--- src/rtl/core/cwf_pkg.sv ---
// ----------------------------------------------------------------------------
// cwf_pkg
// shared constants and types of the k by k window filter
// ----------------------------------------------------------------------------
package cwf_pkg;

    localparam int MAX_KERNEL  = 7;
    localparam int MAX_WIDTH   = 1024;
    localparam int SAMPLE_BITS = 16;
    localparam int MAX_HEIGHT  = 4096;
    localparam int STORE_COLS  = MAX_WIDTH + MAX_KERNEL;
    localparam int COEF_COUNT  = MAX_KERNEL * MAX_KERNEL;
    localparam int COL_BITS    = $clog2(STORE_COLS + 1);
    localparam int ROW_BITS    = 13;
    localparam int KSEL_BITS   = $clog2(MAX_KERNEL + 1);
    localparam int CIDX_BITS   = 6;
    localparam int SUM_BITS    = 40;
    localparam int PROD_BITS   = SAMPLE_BITS + 16;
    localparam int WC_BITS     = $clog2(MAX_WIDTH + 1);
    localparam int HC_BITS     = $clog2(MAX_HEIGHT + 1);
    localparam int OROW_BITS   = 12;
    localparam int OCOL_BITS   = 10;

    localparam logic MODE_COEF  = 1'b0;
    localparam logic MODE_PIXEL = 1'b1;

    localparam logic [1:0] REG_KERNEL = 2'd0;
    localparam logic [1:0] REG_WIDTH  = 2'd1;
    localparam logic [1:0] REG_HEIGHT = 2'd2;

    localparam int TAPS = MAX_KERNEL * MAX_KERNEL;

    typedef logic signed [SAMPLE_BITS-1:0] sample_t;
    typedef logic signed [15:0]            coef_t;
    typedef logic signed [SUM_BITS-1:0]    sum_t;

    typedef struct packed {
        logic [OROW_BITS-1:0] out_row;
        logic [OCOL_BITS-1:0] out_col;
        logic                 last_in_row;
        logic                 last_in_frame;
    } tag_t;

endpackage

--- src/rtl/core/cwf_tap_cell.sv ---
// ----------------------------------------------------------------------------
// cwf_tap_cell
// one window row tap: sample shift, coefficient product, running sum handoff
// ----------------------------------------------------------------------------
module cwf_tap_cell
    import cwf_pkg::*;
(
    input  logic    clk,
    input  logic    advance,
    input  sample_t sample_in,
    output sample_t sample_out,
    input  coef_t   coef,
    input  logic    enable,
    input  sum_t    sum_in,
    output sum_t    sum_out
);

    sample_t sample_reg;
    logic signed [PROD_BITS-1:0] prod;

    always_ff @(posedge clk)
    begin
        if (advance)
        begin
            sample_reg <= sample_in;
        end
    end

    assign sample_out = sample_reg;
    assign prod       = enable ? PROD_BITS'(sample_reg * coef) : '0;
    assign sum_out    = sum_in + SUM_BITS'(prod);

endmodule

--- config.mk ---
export PLATFORM = sky130hd
export DESIGN_NAME = cwf_tap_cell
export DESIGN_NICKNAME = d
export VERILOG_FILES = /design/src/rtl/core/cwf_pkg.sv /design/src/rtl/core/cwf_tap_cell.sv
export SDC_FILE = /design/constraint.sdc
export NUM_CORES = 1
export LEC_CHECK = 0
export BUFFER_PORTS_ARGS = -buffer_cell sky130_fd_sc_hd__buf_2
export CAP_MARGIN = 20
export CELL_PAD_IN_SITES_DETAIL_PLACEMENT = 2
export CELL_PAD_IN_SITES_GLOBAL_PLACEMENT = 2
export CORE_ASPECT_RATIO = 1.4
export CORE_MARGIN = 5
export CORE_UTILIZATION = 42
export DETAILED_ROUTE_END_ITERATION = 10
export PLACE_DENSITY = 0.88
export SETUP_SLACK_MARGIN = 0.15
export SKIP_LAST_GASP = 1
export SLEW_MARGIN = 20
export SYNTH_ARGS = -nofsm -noshare
export SYNTH_HDL_FRONTEND = slang
export SYNTH_SLANG_ARGS = --single-unit
--- constraint.sdc ---
create_clock -name clk -period 16.5 [get_ports clk]
set_input_delay 0.825 -clock clk [delete_from_list [all_inputs] [get_ports clk]]
set_output_delay 0.825 -clock clk [all_outputs]
set_load 0.01 [all_outputs]
==> out/metrics.yaml <==
global_routing:
  grt_start_max_net_pins: 29
  overflow: 0
  wire_length_of_the_first_global_routing_pass_mm: 73.1
  grt_antenna_before_repair: 1
  track_usage_pct: 27.9
  vias_in_the_first_global_route: 13000
setup_path:
  worst_setup_path_end_kind: "primary output"
  critical_path.max_fanout: 16
  worstSetupStartpointType: "primary input"
  cp_data_required_time_ps: 15670
  worst-endpoint-arrival_ps: 9290
  worst-setup-path-type: "in2out"
clock_network:
  clk_pin_slew_ps: 60
  cts_post_setup_buffers_inserted: 0
  tritoncts: "done"
  cts_htree_levels: 1
  ctsRootBufferMaster: "clkbuf_16"
  cts_sinks: 16
  cts_hold_buf: 0
  max-clock-path-buffers: 2
  cts.repair.resized: 0
  cts_inserted_buffers: 3
sta:
  tns_ps: 0
  rsz_0062_raised_after_global_routing: "false"
  slew_headroom_pct: 35.7
  final.period_utilization_pct: 61.3
  min_period_ps: 10120
  report.final.slew_viol_count: 0
  timing_worst_slew_pin_value_ps: 965
  hold_violations: 0
  fmax_mhz: 98.8
  number_of_endpoints_failing_setup_at_the_final_stage: 0
yosys:
  synth_area_in_simple_gates_pct: 16.9
  synth_seq_area_share_pct: 3.83
  synth_top_area_share_pct: 41.9
  syn-cell-area_mm2: 0.0126
  ff_latch_count_synth: 16
  synth.avg_cell_area_um2: 8.86
  count_of_flip_flops_with_a_built_in_enable_after_synthesis: 16
  synth_top_cells_by_area: "fa_1 (42%), ha_1 (12%), inv_1 (9.0%)"
  synth-compound-area-share_pct: 10.6
  synthCells: 1417
  synth.largest_area_cell: "fa_1"
  portion_of_netlist_area_occupied_by_mux_cells_pct: 0.0797
  most_frequently_used_flop_master_after_synthesis: "edfxtp_1"
  synth_adder_area_share_pct: 54.0
  yosys.cell_types.count: 67
  synthesized_area_fraction_occupied_by_xor_and_xnor_cells_pct: 4.16
  syn-num-nets: 1876
  main_combinational_cell_family_by_area_after_synthesis: "adder cells"
  yosysWarningCount: 0
  async_reset_ff_share_pct: 0
hold_path:
  worstHoldPathType: "in2reg"
  worstHoldStart: "sample_in[4]"
  worstHoldEndpoint: "sample_out[4]"
  timing.hold.worst_path_depth: 1
floorplan:
  die_height_um: 215
  rows: 75
  floorplan.initialDensity_pct: 42.2
  floorplan.die_area_mm2: 0.0335
  core_area_mm2: 0.0297
  die_x_um: 156
  io_pins: 131
cells_and_area:
  area_added_between_synthesis_and_finish_pct: 8.34
  number_of_flip_flops_in_the_largest_register: 16
  fillers: 3323
  finish.net_count: 1969
  final_layout_size_suffix_gt1_share_pct: 10.1
flow_run:
  reported_max_cap_violation_count: 0
route:
  totalWireLength_mm: 45.6
  route.detailed.vias_per_inst: 5.46
  firstDrtPassIters: 5
  routedWlPerCell_um: 24.1
  ant_nets: 0
  drc_violations: 0
  drt_iter0_drc: 526
  detailroute.via_count: 10400
placement:
  port_buffers: 130
  hpwlAfterDp_mm: 40.1
  place.gp.congestion: 0.894
status:
  outcome: "finished clean"
## Yosys cell counts (3+ instances only)
library cell,number
o31a_1,3
nand2b_1,16
a21boi_0,4
a31o_2,4
a211oi_1,12
xor2_1,18
and2_1,130
or3_1,4
xnor2_1,39
o21ai_0,30
inv_1,302
fa_1,263
nor4_1,3
ha_1,121
and3_1,6
nand3_1,13
edfxtp_1,16
o21ai_1,3
clkbuf_1,38
a211o_1,4
nor3_1,14
nor2_1,62
nor2b_1,9
o21bai_1,8
o21a_1,9
nand2_1,146
o211ai_1,4
nand4_1,4
o2111ai_1,4
a21oi_1,47
a31oi_1,7
a21o_1,28
## layer usage
layer,part of all wire (%),GRT usage [%],wire length (µm)
met5,0,0,0
met4,4.0,9.35,1810
met3,2.8,2.38,1290
met2,55,52.8,25200
met1,38,32.6,17300
## layout make-up
| cell class | count | area (µm²) | share of cell area (%) |
|---|---|---|---|
| Multi-Input combinational cell | 1056 | 10800 | 79.2 |
| Clock inverter | 1 | 3.75 | 0.0276 |
| Clock buffer | 3 | 75.1 | 0.552 |
| Sequential cell | 16 | 480 | 3.53 |
| Timing Repair Buffer | 130 | 651 | 4.78 |
| Inverter | 303 | 1140 | 8.36 |
| Tap cell | 385 | 482 | 3.54 |
| Antenna cell | 1 | 2.50 | 0.0184 |
## worst max-delay path: stages
cell and delay [ps]:
buf_2 310, nand2_1 170, inv_1 190, fa_1 570, fa_1 930, fa_1 530, fa_1 520, fa_1 500
inv_1 50, fa_1 480, inv_1 50, ha_1 380, a211oi_1 340, o21a_1 180, o21ai_0 110, and3_1 240
a2111oi_4 330, a21oi_2 110, nor3_1 320, nor3_4 140, ha_1 480, nand4_1 210, nor3_1 320, o211ai_1 220
a21oi_1 300, a21oi_1 130, xnor3_1 210, buf_2 130
## worst max path at each step
stage | from | endpoint | slack [ps] | depth (start not counted)
floorplan | coef[1] | sum_out[38] | 7470 | 29
global placement | coef[1] | sum_out[39] | 6790 | 28
detailed placement | coef[1] | sum_out[39] | 6390 | 28
CTS | coef[1] | sum_out[39] | 6350 | 28
global route | sample_out[7] | sum_out[39] | 5880 | 31
finish | coef[1] | sum_out[39] | 6380 | 28
## cells in the final DEF, fill, tap and decap left out, types with 12 or more instances in the layout
| cell type | instances |
|---|---|
| xor2_1 | 18 |
| buf_2 | 130 |
| nand3_1 | 13 |
| a21oi_1 | 47 |
| inv_1 | 302 |
| ha_1 | 121 |
| xnor2_1 | 39 |
| nor3_1 | 14 |
| nor2_1 | 62 |
| a21o_1 | 28 |
| nand2_1 | 146 |
| and2_1 | 130 |
| edfxtp_1 | 16 |
| fa_1 | 263 |
| o21ai_0 | 30 |
| nand2b_1 | 16 |
| a211oi_1 | 12 |
## logic make-up after synthesis
family	Yosys count
XOR/XNOR	58
adder cells (fa/ha/maj)	384
flip-flops	16
AO/OA/AOI/OAI	192
multiplexers	1
AND/OR/NAND/NOR	421
buffers and inverters	345
## stage by stage
stage	instance area (µm²)	hold slack, ps	setup WS, ps	std cells	utilization (%)
3_3_place_gp	13500	1000	6790	1890	45.4
5_1_grt	13600	739	5880	1895	45.7
4_1_cts	13600	743	6350	1894	45.7
3_5_place_dp	13500	1010	6390	1890	45.4
2_1_floorplan	12600	924	7470	1417	-
6_report	13600	743	6380	1895	45.7
Power is not shown: default switching activity piles up to over one toggle a cycle in this logic, so the estimate is an artifact.
